==> src/rtl/trs_pkg.sv <==
// ----------------------------------------------------------------------------
// Trapezoid ramp setpoint package
// Shared widths, register indexes, payload types and controller types.
// ----------------------------------------------------------------------------
`default_nettype none

package trs_pkg;

  localparam int unsigned IO_W      = 32;
  localparam int unsigned CFG_W     = 31;
  localparam int unsigned CFG_IDX_W = 3;
  localparam int unsigned FRAC_BITS = 16;
  localparam int unsigned HALF_W    = 32;

  localparam logic [CFG_IDX_W-1:0] CFG_ACCEL_MAX         = 3'd0;
  localparam logic [CFG_IDX_W-1:0] CFG_DECEL_MAX         = 3'd1;
  localparam logic [CFG_IDX_W-1:0] CFG_INV_TWICE_DECEL   = 3'd2;
  localparam logic [CFG_IDX_W-1:0] CFG_SPEED_LIMIT       = 3'd3;
  localparam logic [CFG_IDX_W-1:0] CFG_ANTICIPATION_GAIN = 3'd4;
  localparam logic [CFG_IDX_W-1:0] CFG_ARRIVAL_WINDOW    = 3'd5;

  typedef struct packed {
    logic signed [IO_W-1:0] target_pos;
    logic signed [IO_W-1:0] measured_pos;
    logic signed [IO_W-1:0] measured_speed;
  } trs_in_t;

  typedef struct packed {
    logic signed [IO_W-1:0] ramped_setpoint;
    logic                   reached;
  } trs_out_t;

  typedef enum logic [2:0] {
    ST_IDLE,
    ST_MUL1,
    ST_MUL2,
    ST_BRAKE,
    ST_SUM,
    ST_PIVOT,
    ST_CMD,
    ST_OUT
  } trs_state_e;

  typedef struct packed {
    logic load_in;
    logic step_mul1;
    logic step_mul2;
    logic step_brake;
    logic step_sum;
    logic step_pivot;
    logic step_cmd;
    logic step_out;
  } trs_cmd_t;

  typedef struct packed {
    logic out_free;
  } trs_status_t;

endpackage

`default_nettype wire

==> src/rtl/trs_ctrl.sv <==
// ----------------------------------------------------------------------------
// Trapezoid ramp setpoint controller
// Sequences one item through the datapath steps and gates the output load.
// ----------------------------------------------------------------------------
`default_nettype none

module trs_ctrl (
  input  wire logic                  clk_i,
  input  wire logic                  rst_ni,
  input  wire logic                  in_valid_i,
  output logic                       in_ready_o,
  input  wire trs_pkg::trs_status_t  status_i,
  output trs_pkg::trs_cmd_t          cmd_o
);
  import trs_pkg::*;

  trs_state_e state_q, state_d;

  always_ff @(posedge clk_i or negedge rst_ni) begin
    if (!rst_ni) begin
      state_q <= ST_IDLE;
    end else begin
      state_q <= state_d;
    end
  end

  always_comb begin
    state_d = state_q;
    unique case (state_q)
      ST_IDLE: begin
        if (in_valid_i) begin
          state_d = ST_MUL1;
        end
      end
      ST_MUL1:  state_d = ST_MUL2;
      ST_MUL2:  state_d = ST_BRAKE;
      ST_BRAKE: state_d = ST_SUM;
      ST_SUM:   state_d = ST_PIVOT;
      ST_PIVOT: state_d = ST_CMD;
      ST_CMD:   state_d = ST_OUT;
      ST_OUT: begin
        if (status_i.out_free) begin
          state_d = ST_IDLE;
        end
      end
      default:  state_d = ST_IDLE;
    endcase
  end

  always_comb begin
    cmd_o      = '0;
    in_ready_o = 1'b0;
    unique case (state_q)
      ST_IDLE: begin
        in_ready_o    = 1'b1;
        cmd_o.load_in = in_valid_i;
      end
      ST_MUL1:  cmd_o.step_mul1  = 1'b1;
      ST_MUL2:  cmd_o.step_mul2  = 1'b1;
      ST_BRAKE: cmd_o.step_brake = 1'b1;
      ST_SUM:   cmd_o.step_sum   = 1'b1;
      ST_PIVOT: cmd_o.step_pivot = 1'b1;
      ST_CMD:   cmd_o.step_cmd   = 1'b1;
      ST_OUT:   cmd_o.step_out   = status_i.out_free;
      default: begin
        cmd_o = '0;
      end
    endcase
  end

endmodule

`default_nettype wire

==> config.mk <==
export PLATFORM = sky130hd
export DESIGN_NAME = trs_ctrl
export DESIGN_NICKNAME = d
export VERILOG_FILES = /design/src/rtl/trs_pkg.sv /design/src/rtl/trs_ctrl.sv
export SDC_FILE = /design/constraint.sdc
export NUM_CORES = 1
export LEC_CHECK = 0
export BUFFER_PORTS_ARGS = -buffer_cell sky130_fd_sc_hd__clkbuf_2
export CAP_MARGIN = 25
export CORE_AREA = 4 4 41 43
export CTS_CLUSTER_DIAMETER = 50
export DETAILED_ROUTE_END_ITERATION = 16
export DIE_AREA = 0 0 45 47
export PLACE_DENSITY = 0.46
export REMOVE_ABC_BUFFERS = 1
export SYNTH_ARGS = -nofsm -noshare
export SYNTH_HDL_FRONTEND = slang
export SYNTH_SLANG_ARGS = --single-unit
==> constraint.sdc <==
create_clock -name clk_i -period 2.1 [get_ports clk_i]
set_input_delay 0.105 -clock clk_i [delete_from_list [all_inputs] [get_ports clk_i]]
set_output_delay 0.105 -clock clk_i [all_outputs]
set_load 0.01 [all_outputs]
==> out/summary.log <==
[status] run status completed
[placement] Placer Congestion 0.654
[clock_network] clock tree from TritonCTS done
[cells_and_area] max FFs per register 3
[global_routing] via count of the first global-routing pass 220
[timing] final setup TNS 0 ps
[yosys] Synth warnings 0
[drt] Detailed Route Iter0 Violations 4
[yosys] Area contributors post-synth sky130_fd_sc_hd__dfrtp_1 34%, sky130_fd_sc_hd__buf_6 10%, sky130_fd_sc_hd__nor3b_1 10%
[global_routing] overflow left after global routing 0
[yosys] count of flip-flops with a built-in enable after synthesis 0
[drt] number of nets with antenna violations after routing 0
[drt] number of search-and-repair iterations in the first detailed-routing pass 2
[min_path] worst hold path depth 3
[yosys] cell taking the most area after synthesis sky130_fd_sc_hd__dfrtp_1
[timing] part of the cycle the worst path needs 64.8%
[pwr] pwr dens 1460 nW/um2
[cells_and_area] register with the most flip-flops state_q
[placement] Port-buffer cells 12
[floorplanning] standard-cell rows 13
[cells_and_area] Final Core Density 23.9%
[cells_and_area] largest registers in the final layout state_q x3
[placement] pre-CTS worst setup slack 1010 ps
[clock_network] H-tree level count 1
[drt] number of remaining DRC errors 0
[timing] post-layout minimum cycle time 1360 ps
[global_routing] GRT Util Overall 6.57%
[timing] max-slew violation count 0
[critical_path] worst reg2reg setup slack 1080 ps
[critical_path] critical path class flop to primary output
[critical_path] source of the worst register-to-register timing path state_q[0]$_DFFE_PN0P_
[clock_network] CTS clk-pin slew, worst paths 40 ps
[clock_network] Resize count post-CTS 0
[cells_and_area] Ant. Diodes 0
[critical_path] endpoint required time on the critical path 2000 ps
[yosys] post-synthesis cell count 24
[drt] via count 197
[floorplanning] Die Y 47 um
[critical_path] category of the worst setup path capture point primary output
[global_routing] global-route wire length before repair 931 um
[clock_network] CTS buffer count 3
[pwr] power consumption 455 uW
[pwr] Leak 0.157 nW
[clock_network] number of buffers inserted by post-CTS setup repair 0
[yosys] sequential share of the synthesized area 34.3%
[critical_path] worst r2r dst state_q[2]$_DFFE_PN0P_
[cells_and_area] final design instance area without fill 312 um2
[timing] actual slew at the worst max-slew pin 266 ps
[flow_run] count of maximum capacitance violations 0
[timing] largest clock skew in the final design 4.75 ps
[global_routing] largest net degree at the start of global routing 12
[clock_network] clock latency on the worst-skew pair 230 ps
[critical_path] type of element launching the critical path flop
[cells_and_area] growth of design area from synthesis to finish 42.3%
[yosys] Yosys reg bits 3
[floorplanning] standard cell core area 1300 um2
[cells_and_area] fraction of layout instances using a drive strength above 1 48.7%
[min_path] Worst Hold End state_q[1]$_DFFE_PN0P_
[yosys] post-synth design cell area 219 um2
[yosys] top-area cell type share of the netlist area 34.3%
[clock_network] sinks on the clock net 3
[yosys] Synth Area per Inst 9.12 um2
[drt] sum of routed wire length over all layers 496 um
[floorplanning] die span in x 45 um
[timing] number of hold violations in the final report 0
[global_routing] number of antenna violations at the first check in global routing 0
[drt] average wire length per cell after detail routing 9.19 um
[critical_path] cell count of the worst reg-to-reg path 3
[pwr] maximum resistive drop on vdd 0.532 mV
[timing] unrepaired setup endpoints after global routing no
[drt] Via-to-Cell Ratio 3.65
[yosys] primary flip-flop cell chosen by synthesis mapping sky130_fd_sc_hd__dfrtp_1
[floorplanning] floorplan die area 2120 um2
[min_path] Min-Delay Path Class primary input to flop
[yosys] number of different library cells in the post-synthesis netlist 16
[timing] setup-violating endpoint count in the final report 0
[placement] sum of net half-perimeters after detailed placement 373 um
[critical_path] critical path arrival 1250 ps
[timing] worst slew slack as a fraction of its limit 82.3%
[yosys] top post-synthesis cells by count 3 x sky130_fd_sc_hd__dfrtp_1, 3 x sky130_fd_sc_hd__nor2_1, 3 x sky130_fd_sc_hd__nor3b_1
[clock_network] root buffer cell sky130_fd_sc_hd__clkbuf_4
[timing] worst-case setup margin in the final layout 740 ps
[critical_path] maximum fanout count along the critical path 11
[placement] cell area reported after detailed placement 275 um2
[yosys] Async S/R FF share, synth 100%
[timing] Highest Clock Rate 735 MHz
[min_path] startpoint of the lowest-slack hold path status_i
[floorplanning] initial standard-cell utilization of the core 16.8%
[cells_and_area] Net count, final 44
[clock_network] deepest clock path buffer count 2
[floorplanning] I/O pin count 13
==> through the flow <==
step,cells,hold slack (ps)
after floorplan,22,-191
after global placement,49,-93.1
after detailed placement,49,-93.0
after CTS,54,160
after global routing,54,186
final,54,165
==> worst max-delay path by stage <==
stage                     cells past startpoint  slack [ps]        to                    from
after CTS                                     3         730  cmd_o[7]  state_q[2]$_DFFE_PN0P_
after global placement                        3        1000  cmd_o[0]  state_q[0]$_DFFE_PN0P_
after floorplan                               2         970  cmd_o[7]  state_q[2]$_DFFE_PN0P_
after detailed placement                      3        1010  cmd_o[0]  state_q[0]$_DFFE_PN0P_
after global routing                          3         590  cmd_o[7]  state_q[2]$_DFFE_PN0P_
final                                         3         740  cmd_o[7]  state_q[2]$_DFFE_PN0P_
==> final cells by class <==
cell class,count,area [um2]
fill,152,990
multi-input combinational,18,118
inverter,1,3.75
timing repair buffer,13,70.1
tap,15,18.8
sequential,3,75.1
clock buffer,4,26.3
==> worst max-delay path, cell delays in order (launching register included) <==
cell	delay, ps
sky130_fd_sc_hd__dfrtp_1	460
sky130_fd_sc_hd__nor3_1	270
sky130_fd_sc_hd__and2_1	160
sky130_fd_sc_hd__clkbuf_2	120
==> kinds of logic after synthesis <==
group | Yosys count | synth area share (%)
AO/OA/AOI/OAI | 3 | 8.57
buffers and inverters | 3 | 12.0
AND/OR/NAND/NOR | 15 | 45.1
flip-flops | 3 | 34.3
==> report_power, final <==
group / switching (mW) / total (mW) / internal (mW)
registers: 0.0576 / 0.144 / 0.0859
logic: 0.0989 / 0.210 / 0.111
clock network: 0.0306 / 0.102 / 0.0712
total: 0.187 / 0.455 / 0.268
==> layout by cell type (no fill, tap or decap) <==
cell,n
sky130_fd_sc_hd__a21oi_1,1
sky130_fd_sc_hd__clkbuf_4,3
sky130_fd_sc_hd__and2_1,1
sky130_fd_sc_hd__and2b_1,1
sky130_fd_sc_hd__clkbuf_1,1
sky130_fd_sc_hd__nor2_2,1
sky130_fd_sc_hd__dlygate4sd3_1,1
sky130_fd_sc_hd__o2bb2ai_1,1
sky130_fd_sc_hd__and2_4,1
sky130_fd_sc_hd__nor2_1,3
sky130_fd_sc_hd__dfrtp_1,3
sky130_fd_sc_hd__nor3_1,2
sky130_fd_sc_hd__and3_4,1
sky130_fd_sc_hd__or2b_1,1
sky130_fd_sc_hd__inv_1,1
sky130_fd_sc_hd__and3_2,1
sky130_fd_sc_hd__nor3b_1,3
sky130_fd_sc_hd__o21ai_0,1
sky130_fd_sc_hd__clkbuf_2,12
==> per-layer routing <==
layer / vias to the layer above / track usage [%] / routed length [um]
met3: 0 / 5.75 / 77
met2: 13 / 6.21 / 128
li1: 110 / - / -
met5: - / 0 / 0
met1: 74 / 9.82 / 290
met4: 0 / 1.75 / 0
==> timing repair <==
item,in CTS,in global routing
hold buffers,1,0
endpoints found under the hold margin,3,0
setup endpoints to repair,0,0
Power figures use the tool's default switching activity.
